--- src/pmt_pkg.sv ---
// shared types and constants for the multichannel period meter
package pmt_pkg;

   // design constants
   localparam int NUM_CHANNELS = 4;
   localparam int STAMP_BITS   = 16;
   localparam int COUNT_BITS   = 8;
   localparam int CSR_ADDR_BITS = 3;
   localparam int CSR_DATA_BITS = 32;

   localparam logic [STAMP_BITS-1:0] STAMP_ALL_ONES      = {STAMP_BITS{1'b1}};
   localparam logic [COUNT_BITS-1:0] SILENCE_LIMIT_RESET = COUNT_BITS'(100);

   // item kinds
   localparam logic KIND_EDGE = 1'b0;
   localparam logic KIND_TICK = 1'b1;

   // register index of silence_limit, taken from paddr[2]
   localparam logic REG_SILENCE_LIMIT = 1'b0;

   // input word
   typedef struct packed {
      logic        kind;
      logic [1:0]  channel;
      logic [15:0] timestamp;
   } req_type;

   // result word
   typedef struct packed {
      logic [15:0] period;
      logic        signal_lost;
   } rsp_type;

endpackage

--- src/pmt_csr.sv ---
// configuration register block: silence limit behind an apb-style port
module pmt_csr
   import pmt_pkg::*;
(
   input  logic                     clock,
   input  logic                     reset,
   input  logic                     psel,
   input  logic                     penable,
   input  logic                     pwrite,
   input  logic [CSR_ADDR_BITS-1:0] paddr,
   input  logic [CSR_DATA_BITS-1:0] pwdata,
   output logic [CSR_DATA_BITS-1:0] prdata,
   output logic                     pready,
   output logic [COUNT_BITS-1:0]    silence_limit
);

   logic [COUNT_BITS-1:0] limit_ff;
   logic [COUNT_BITS-1:0] limit_in;
   logic                  wr_en;

   // write strobe in the access phase
   assign wr_en = psel && penable && pwrite && pready && (paddr[2] == REG_SILENCE_LIMIT);

   always_comb begin
      limit_in = limit_ff;
      if (wr_en) begin
         limit_in = pwdata[COUNT_BITS-1:0];
      end
   end

   always_ff @(posedge clock) begin
      if (reset) begin
         limit_ff <= SILENCE_LIMIT_RESET;
      end else begin
         limit_ff <= limit_in;
      end
   end

   // read back
   always_comb begin
      prdata = '0;
      if (paddr[2] == REG_SILENCE_LIMIT) begin
         prdata = CSR_DATA_BITS'(limit_ff);
      end
   end

   assign pready        = 1'b1;
   assign silence_limit = limit_ff;

endmodule

--- src/pmt_core.sv ---
// per-channel state: stamps, periods, silence counters and result selection
module pmt_core
   import pmt_pkg::*;
(
   input  logic                  clock,
   input  logic                  reset,
   input  logic                  step,
   input  req_type               item,
   input  logic [COUNT_BITS-1:0] silence_limit,
   output rsp_type               result
);

   logic [STAMP_BITS-1:0] last_stamp_ff [NUM_CHANNELS];
   logic [STAMP_BITS-1:0] last_stamp_in [NUM_CHANNELS];
   logic [STAMP_BITS-1:0] period_ff     [NUM_CHANNELS];
   logic [STAMP_BITS-1:0] period_in     [NUM_CHANNELS];
   logic [COUNT_BITS-1:0] silence_ff    [NUM_CHANNELS];
   logic [COUNT_BITS-1:0] silence_in    [NUM_CHANNELS];
   logic [STAMP_BITS-1:0] stamp;

   assign stamp = STAMP_BITS'(item.timestamp);

   // next state for every lane
   always_comb begin
      for (int i = 0; i < NUM_CHANNELS; i++) begin
         last_stamp_in[i] = last_stamp_ff[i];
         period_in[i]     = period_ff[i];
         silence_in[i]    = silence_ff[i];
         if (step) begin
            if (item.kind == KIND_EDGE) begin
               if (32'(item.channel) == i) begin
                  period_in[i]     = stamp - last_stamp_ff[i];
                  last_stamp_in[i] = stamp;
                  silence_in[i]    = '0;
               end
            end else begin
               if (silence_ff[i] < silence_limit) begin
                  silence_in[i] = silence_ff[i] + COUNT_BITS'(1);
               end else begin
                  period_in[i] = STAMP_ALL_ONES;
               end
            end
         end
      end
   end

   always_ff @(posedge clock) begin
      if (reset) begin
         for (int i = 0; i < NUM_CHANNELS; i++) begin
            last_stamp_ff[i] <= '0;
            period_ff[i]     <= '0;
            silence_ff[i]    <= '0;
         end
      end else begin
         for (int i = 0; i < NUM_CHANNELS; i++) begin
            last_stamp_ff[i] <= last_stamp_in[i];
            period_ff[i]     <= period_in[i];
            silence_ff[i]    <= silence_in[i];
         end
      end
   end

   // report the named channel after the update, zero when out of range
   always_comb begin
      result = '0;
      for (int i = 0; i < NUM_CHANNELS; i++) begin
         if (32'(item.channel) == i) begin
            result.period      = 16'(period_in[i]);
            result.signal_lost = (silence_in[i] >= silence_limit);
         end
      end
   end

endmodule

--- src/multichannel_period_meter_timeout.sv ---
// an accepted word sits in the input register, then moves to the result register that drives rsp
// one word per cycle unless rsp stalls; channel state updates as a word leaves the input register
// the input register refills in the cycle a result is taken, so a full pipe keeps streaming
// reset (synchronous, active high) empties both registers, clears stamps, periods and
// silence counters, and sets the silence limit to 100
module multichannel_period_meter_timeout
   import pmt_pkg::*;
(
   input  logic                     clock,
   input  logic                     reset,
   input  logic                     req_valid,
   output logic                     req_ready,
   input  req_type                  req_data,
   output logic                     rsp_valid,
   input  logic                     rsp_ready,
   output rsp_type                  rsp_data,
   input  logic                     psel,
   input  logic                     penable,
   input  logic                     pwrite,
   input  logic [CSR_ADDR_BITS-1:0] paddr,
   input  logic [CSR_DATA_BITS-1:0] pwdata,
   output logic [CSR_DATA_BITS-1:0] prdata,
   output logic                     pready
);

   logic                  in_valid_ff;
   logic                  in_valid_in;
   req_type               in_item_ff;
   req_type               in_item_in;
   logic                  out_valid_ff;
   logic                  out_valid_in;
   rsp_type               out_data_ff;
   rsp_type               out_data_in;
   logic                  advance;
   logic [COUNT_BITS-1:0] silence_limit;
   rsp_type               result;

   pmt_csr u_csr (
      .clock         (clock),
      .reset         (reset),
      .psel          (psel),
      .penable       (penable),
      .pwrite        (pwrite),
      .paddr         (paddr),
      .pwdata        (pwdata),
      .prdata        (prdata),
      .pready        (pready),
      .silence_limit (silence_limit)
   );

   pmt_core u_core (
      .clock         (clock),
      .reset         (reset),
      .step          (advance),
      .item          (in_item_ff),
      .silence_limit (silence_limit),
      .result        (result)
   );

   // word moves from input to result register when the result slot frees up
   assign advance   = in_valid_ff && (!out_valid_ff || rsp_ready);
   assign req_ready = !in_valid_ff || advance;

   // input register
   always_comb begin
      in_valid_in = in_valid_ff;
      in_item_in  = in_item_ff;
      if (req_valid && req_ready) begin
         in_valid_in = 1'b1;
         in_item_in  = req_data;
      end else if (advance) begin
         in_valid_in = 1'b0;
      end
   end

   // result register
   always_comb begin
      out_valid_in = out_valid_ff;
      out_data_in  = out_data_ff;
      if (advance) begin
         out_valid_in = 1'b1;
         out_data_in  = result;
      end else if (rsp_ready) begin
         out_valid_in = 1'b0;
      end
   end

   always_ff @(posedge clock) begin
      if (reset) begin
         in_valid_ff  <= 1'b0;
         out_valid_ff <= 1'b0;
      end else begin
         in_valid_ff  <= in_valid_in;
         out_valid_ff <= out_valid_in;
      end
   end

   always_ff @(posedge clock) begin
      in_item_ff  <= in_item_in;
      out_data_ff <= out_data_in;
   end

   assign rsp_valid = out_valid_ff;
   assign rsp_data  = out_data_ff;

endmodule

--- config.mk ---
export PLATFORM = sky130hd
export DESIGN_NAME = multichannel_period_meter_timeout
export DESIGN_NICKNAME = d
export VERILOG_FILES = /design/src/pmt_pkg.sv /design/src/pmt_csr.sv /design/src/pmt_core.sv /design/src/multichannel_period_meter_timeout.sv
export SDC_FILE = /design/constraint.sdc
export NUM_CORES = 1
export LEC_CHECK = 0
export BUFFER_PORTS_ARGS = -buffer_cell sky130_fd_sc_hd__buf_4
export CAP_MARGIN = 25
export CORE_MARGIN = 2
export CORE_UTILIZATION = 35
export CTS_CLUSTER_DIAMETER = 80
export DETAILED_ROUTE_END_ITERATION = 6
export SLEW_MARGIN = 20
export SYNTH_ARGS = -nofsm -noshare
export SYNTH_HDL_FRONTEND = slang
export SYNTH_HIERARCHICAL = 1
export SYNTH_SLANG_ARGS = --single-unit
--- constraint.sdc ---
create_clock -name clock -period 8.8 [get_ports clock]
set_input_delay 0.44 -clock clock [delete_from_list [all_inputs] [get_ports clock]]
set_output_delay 0.44 -clock clock [all_outputs]
set_load 0.02 [all_outputs]
# Word level (Yosys, flattened, before mapping)
# Memory sizes are Yosys's and may differ from the RTL's.
# Cells that the tools add are included.
word_totals:
  ff_bits: 46
  mem_bits_rw: 160
  inputBits: 61
  out_inout_bits: 52
  wordCells: 123
  memories: 3
memory_table:
  columns: ["name", "words", "width", "read_ports", "rd_clocked_by_memory_dff", "write_ports", "line", "source"]
  rows:
  - ["u_core.last_stamp_ff", 4, 16, 4, 0, 4, "pmt_core.sv:13", "logic [STAMP_BITS-1:0] last_stamp_ff [NUM_CHANNELS];"]
  - ["u_core.period_ff", 4, 16, 4, 0, 4, "pmt_core.sv:15", "logic [STAMP_BITS-1:0] period_ff [NUM_CHANNELS];"]
  - ["u_core.silence_ff", 4, 8, 4, 0, 4, "pmt_core.sv:17", "logic [COUNT_BITS-1:0] silence_ff [NUM_CHANNELS];"]
op_classes:
  n_addsub: 8
  magnitude_cmp: 8
  eq_ne: 3
  mux: 68
  n_bitwise: 13
  n_reduce_logical: 12
op_table:
  columns: ["op", "n"]
  rows:
  - ["2-to-1 mux 16 bit", 36]
  - ["2-to-1 mux 8 bit", 21]
  - ["2-to-1 mux 17 bit", 4]
  - ["subtractor 16 bit", 4]
  - ["adder 8 x 1 -> 8 bit (second input constant)", 4]
  - ["greater-or-equal comparator 8 bit", 4]
  - ["< comparator 8 bit", 4]
  - ["OR 1 bit", 12]
  - ["2-to-1 mux 1 bit", 7]
  - ["logical AND 1 bit", 5]
  - ["equality test 2 bit (second input constant)", 2]
  - ["nonzero test 2 bit", 2]
  - ["equality test 2 x 1 -> 1 bit (second input constant)", 1]
  - ["zero test 1 bit", 2]
  - ["zero test 2 bit", 1]
  - ["logical OR 1 bit", 2]
  - ["inverter 1 bit", 1]

# Logic depth before layout (Yosys ltp)
# An unclocked memory read counts as a cell.
depth:
  word_depth: 10
  mapped_depth: 19
  mapped_depth_nobuf: 18

# Hierarchy
# Netlist, hierarchy kept.
by_module_without_submodules:
  columns: ["mod", "n_inst", "cells_each", "area_per_inst_um2", "seq_area_each_um2"]
  rows:
  - ["pmt_core", 1, 1440, 11289.6, 3203.1]
  - ["multichannel_period_meter_timeout", 1, 46, 1184.9, 1121.1]
  - ["pmt_csr", 1, 70, 615.6, 160.2]

# Least setup slack after synthesis
# OpenSTA, ideal clock, no wires.
synth_timing:
  kind: "reg-to-reg"
  start: "register out_valid_ff, in the netlist rsp_valid"
  end: "register out_data_ff (netlist bit rsp_data[0]), data pin"
  setup_ns: 0.272
  t_arrival_ns: 3.456
  t_required_ns: 8.528
  setup_slack_ns: 5.073
  path_stages_with_launch: 18
  n_path_buf: 3
  synth_period_minus_slack_ns: 3.727
  path_cell_list: "dfxtp_1 > nand2b_1 > and2_2 > nor2b_1 > buf_6 > nand2_1 > clkbuf_1 > clkbuf_1 > nand2_1 > ha_1 > nand2b_1 > a21oi_1 > nor2b_1 > o21ai_0 > a21oi_1 > nor3_1 > o21bai_1 > mux4_2"
synth_lines:
  columns: ["element", "line", "source"]
  rows:
  - ["start: declaration", "multichannel_period_meter_timeout.sv:30", "logic out_valid_ff;"]
  - ["start signal: assignment", "multichannel_period_meter_timeout.sv:94", "out_valid_ff <= out_valid_in;"]
  - ["end signal: assignment", "multichannel_period_meter_timeout.sv:100", "out_data_ff <= out_data_in;"]
  - ["end: declaration", "multichannel_period_meter_timeout.sv:32", "rsp_type out_data_ff;"]

==> run metrics <==
required time reported for the critical path endpoint 9.07 ns; worst setup path class flip-flop to flip-flop; detailed-route vias per instance around 5.3; ys flop type sky130_fd_sc_hd__dfxtp_1; # diodes 0; total length of routed wires 37.6 mm; number of distinct library cells after synthesis 92; family of cells with the greatest summed delay on the critical path compound AO/OA/AOI/OAI gates; arrival time at the worst endpoint 4.79 ns; initial standard-cell utilization of the core 35.7%; Post-CTS Setup Repair Bufs 0; number of cells produced by synthesis approximately 1600; headroom to the max-slew limit just over 30%; root buffer selected by CTS sky130_fd_sc_hd__clkbuf_16; path type of the worst min-delay path input pin to flip-flop; unrepaired setup endpoints after global routing no; worst path cell trace inv_1 > ha_1 > o21ai_1 > nand2b_1 > nand3_1 > o21ai_1 > nor2_1 > xor2_1 > nand2_1 > ha_1 > nand2b_1 > a21oi_1 > nor2b_1 > o21ai_0 > a21oi_1 > nor3_1 > o21bai_1 > mux4_2; Synth Area in Compound Gates approximately 20%; I/O Pins 113; number of slew-limit violations in the final report 0; Netlist Area Pre-Place ~13000 sq um; setup slack at placement 4.19 ns; crit-path max FO 11; buffer depth of the longest clock path 3; antenna violations before repair 2; die height 197 um; area taken by flip-flops and latches approximately 4500 sq um; simple-gate area share of the yosys netlist 20.5%; first-pass GRT wire length 58.7 mm; number of H-tree levels 1; Hold-fix buffers, CTS 0; combinational family with the most area after synthesis simple AND/OR/NAND/NOR gates; Crit path buffers/inverters 1; Core Area 36700 sq um; Total GRT Usage 19.2%; worst ir drop on vdd 140 uV; number of DRC markers after the initial detailed-route iteration 673; length of the first detailed-routing pass in iterations 5; sequential element share of the synthesized area 34.3%; slowest cell on the critical path sky130_fd_sc_hd__o21ai_1; floorplan die area slightly below 40000 sq um; P&R area growth vs syn 13.2%; asr flop ratio synth 0%; smallest setup slack after layout 4.28 ns; number of global-route vias before repair 10500; GRT Residual Overflow 0; maximum frequency from static timing analysis 221 MHz; largest net degree at the start of global routing 70; area share of xor/xnor cells in the synthesized design under 10%; Synth Register Bits 206; TNS Setup 0 ns; average cell area after synthesis 8.41 sq um; horizontal die dimension 197 um; Nets around 1800; max-cap check violation count 0; post-route core utilization 40.4%; fraction of layout instances using a drive strength above 1 11.2%; number of vias after detailed routing roughly 11000; final routed wire length divided by cell count approximately 18 um; Crit path largest cell delay 0.80 ns; DRC Markers 0; clock tree sinks 206; power density relative to cell area 170 nW/um^2; Warnings, synthesis 6; final hold viol count 0; crit path capture type flip-flop; Port Buf Inserts 61; Multi-input gate area between 7000 and 8000 sq um; EDFF count, synth 36; number of gates given a new drive strength after cts 0; final worst path period share 51.3%; run status completed; final estimated routing congestion in global placement about 0.9; clock period minus worst slack 4.52 ns; number of buffers added by the clock tree synthesis step 27; synthesized-area fraction occupied by adder cells roughly an eighth; FP Rows 70; critical path startpoint category flip-flop; setup violators final 0; Detailed Place HPWL 26.5 mm; CTS tree yes; Least-Margin Pin Slew 1.04 ns; Setup Skew 0.0176 ns; clock-pin slew on the worst setup and hold paths about 0.060 ns; fill cell total of the finished layout 3707; later-pin clock latency in the skew report 0.55 ns; portion of netlist area occupied by mux cells ~3.4%; Routed Antenna Nets 0; Leak Pwr 5.75 nW
worst paths after layout:
kind | start | endpoint | slack, ns | depth (start not counted)
min reg2reg | u_core/last_stamp_ff[3][12]$_SDFFE_PP0P_ | u_core/last_stamp_ff[3][12]$_SDFFE_PP0P_ | 0.45 | 2
min | req_data[13] | in_item_ff[13]$_DFFE_PP_ | 0.07 | 1
max reg2reg | u_csr/silence_limit[6]$_SDFFE_PP1P_ | rsp_data[0]$_DFFE_PP_ | 4.28 | 18
max | u_csr/silence_limit[6]$_SDFFE_PP1P_ | rsp_data[0]$_DFFE_PP_ | 4.28 | 18
layout make-up:
class,instances,area share (%)
clock buffer,41,5.53
clock inverter,9,0.869
inverter,81,2.05
multi-input combinational,1204,53.5
sequential,206,30.3
tap,468,3.95
timing repair buffer,76,3.87
synth_stat cells, types with 5 or more instances:
master / n / area share (%)
sky130_fd_sc_hd__a211oi_1: 14 / 0.80
sky130_fd_sc_hd__a21o_1: 12 / 0.69
sky130_fd_sc_hd__a21oi_1: 142 / 5.4
sky130_fd_sc_hd__a21oi_2: 5 / 0.33
sky130_fd_sc_hd__a31oi_1: 10 / 0.48
sky130_fd_sc_hd__and2_1: 52 / 2.5
sky130_fd_sc_hd__and2b_2: 8 / 0.54
sky130_fd_sc_hd__and3_1: 15 / 0.72
sky130_fd_sc_hd__buf_2: 11 / 0.42
sky130_fd_sc_hd__buf_4: 28 / 1.6
sky130_fd_sc_hd__clkbuf_1: 44 / 1.3
sky130_fd_sc_hd__dfxtp_1: 170 / 26
sky130_fd_sc_hd__edfxtp_1: 36 / 8.3
sky130_fd_sc_hd__ha_1: 124 / 12
sky130_fd_sc_hd__inv_1: 79 / 2.3
sky130_fd_sc_hd__mux2i_1: 33 / 2.5
sky130_fd_sc_hd__mux4_2: 5 / 0.86
sky130_fd_sc_hd__nand2_1: 210 / 6.0
sky130_fd_sc_hd__nand2b_1: 28 / 1.3
sky130_fd_sc_hd__nand3_1: 24 / 0.92
sky130_fd_sc_hd__nand4_1: 8 / 0.38
sky130_fd_sc_hd__nor2_1: 129 / 3.7
sky130_fd_sc_hd__nor2b_1: 21 / 1.0
sky130_fd_sc_hd__nor3_1: 28 / 1.1
sky130_fd_sc_hd__o211ai_1: 7 / 0.40
sky130_fd_sc_hd__o21a_1: 23 / 1.3
sky130_fd_sc_hd__o21ai_0: 58 / 2.2
sky130_fd_sc_hd__o21ai_1: 18 / 0.69
sky130_fd_sc_hd__o21ai_2: 5 / 0.33
sky130_fd_sc_hd__o21bai_1: 6 / 0.34
sky130_fd_sc_hd__o221ai_1: 7 / 0.47
sky130_fd_sc_hd__o22a_1: 7 / 0.47
sky130_fd_sc_hd__o22ai_1: 26 / 1.2
sky130_fd_sc_hd__o31a_1: 6 / 0.40
sky130_fd_sc_hd__or3_1: 12 / 0.57
sky130_fd_sc_hd__xnor2_1: 26 / 1.7
sky130_fd_sc_hd__xor2_1: 20 / 1.3
registers in the layout (all words and copies together) (netlist names):
signal,cells
u_csr/silence_limit,8
u_core/silence_ff,32
u_core/period_ff,64
in_valid_ff,1
in_item_ff,19
u_core/last_stamp_ff,64
rsp_valid,1
rsp_data,17
per-layer routing:
| metal | wire length, um | up-vias | track usage, % |
|---|---|---|---|
| met3 | 1900 | 67 | 2.27 |
| met2 | 17200 | 282 | 32.1 |
| li1 | - | 5526 | - |
| met5 | 0 | - | 0 |
| met4 | 1210 | 0 | 6.04 |
| met1 | 17200 | 5235 | 25.9 |
placed cells by master, fill, tap and decap left out, types with 21 or more instances in the layout:
master and n:
sky130_fd_sc_hd__nor2b_1 21, sky130_fd_sc_hd__o22ai_1 26, sky130_fd_sc_hd__mux2i_1 33, sky130_fd_sc_hd__clkbuf_16 28, sky130_fd_sc_hd__inv_1 78, sky130_fd_sc_hd__ha_1 124, sky130_fd_sc_hd__o21a_1 23, sky130_fd_sc_hd__and2_1 52
sky130_fd_sc_hd__a21oi_1 142, sky130_fd_sc_hd__nand2_1 210, sky130_fd_sc_hd__o21ai_0 58, sky130_fd_sc_hd__xnor2_1 26, sky130_fd_sc_hd__buf_4 75, sky130_fd_sc_hd__nand3_1 24, sky130_fd_sc_hd__nor2_1 125, sky130_fd_sc_hd__edfxtp_1 36
sky130_fd_sc_hd__conb_1 25, sky130_fd_sc_hd__nor3_1 28, sky130_fd_sc_hd__dfxtp_1 170, sky130_fd_sc_hd__nand2b_1 28
cell families after synthesis:
group           after synthesis
mux                          38
fa+ha+maj                   128
simple gates                562
xor+xnor                     46
other cells                   2
compound gates              405
buf+inv                     169
flops                       206
stage by stage:
stage               std cells  power (W)  instance area, sq um  hold WS [ns]
detailed placement       2035    0.00138                 13900         0.446
global placement         2034    0.00137                 13900         0.442
floorplan                1579    0.00128                 13200         0.436
global route             2085    0.00262                 14800        0.0545
finish                   2085    0.00252                 14800        0.0677
CTS                      2085    0.00255                 14800        0.0487
report_power, final:
group / switching, W / internal, W
logic: 0.000215 / 0.000132
clock network: 0.000433 / 0.000729
registers: 0.0000272 / 0.000989
total: 0.000675 / 0.00185
No activity file was read; power rests on OpenSTA's default activity.
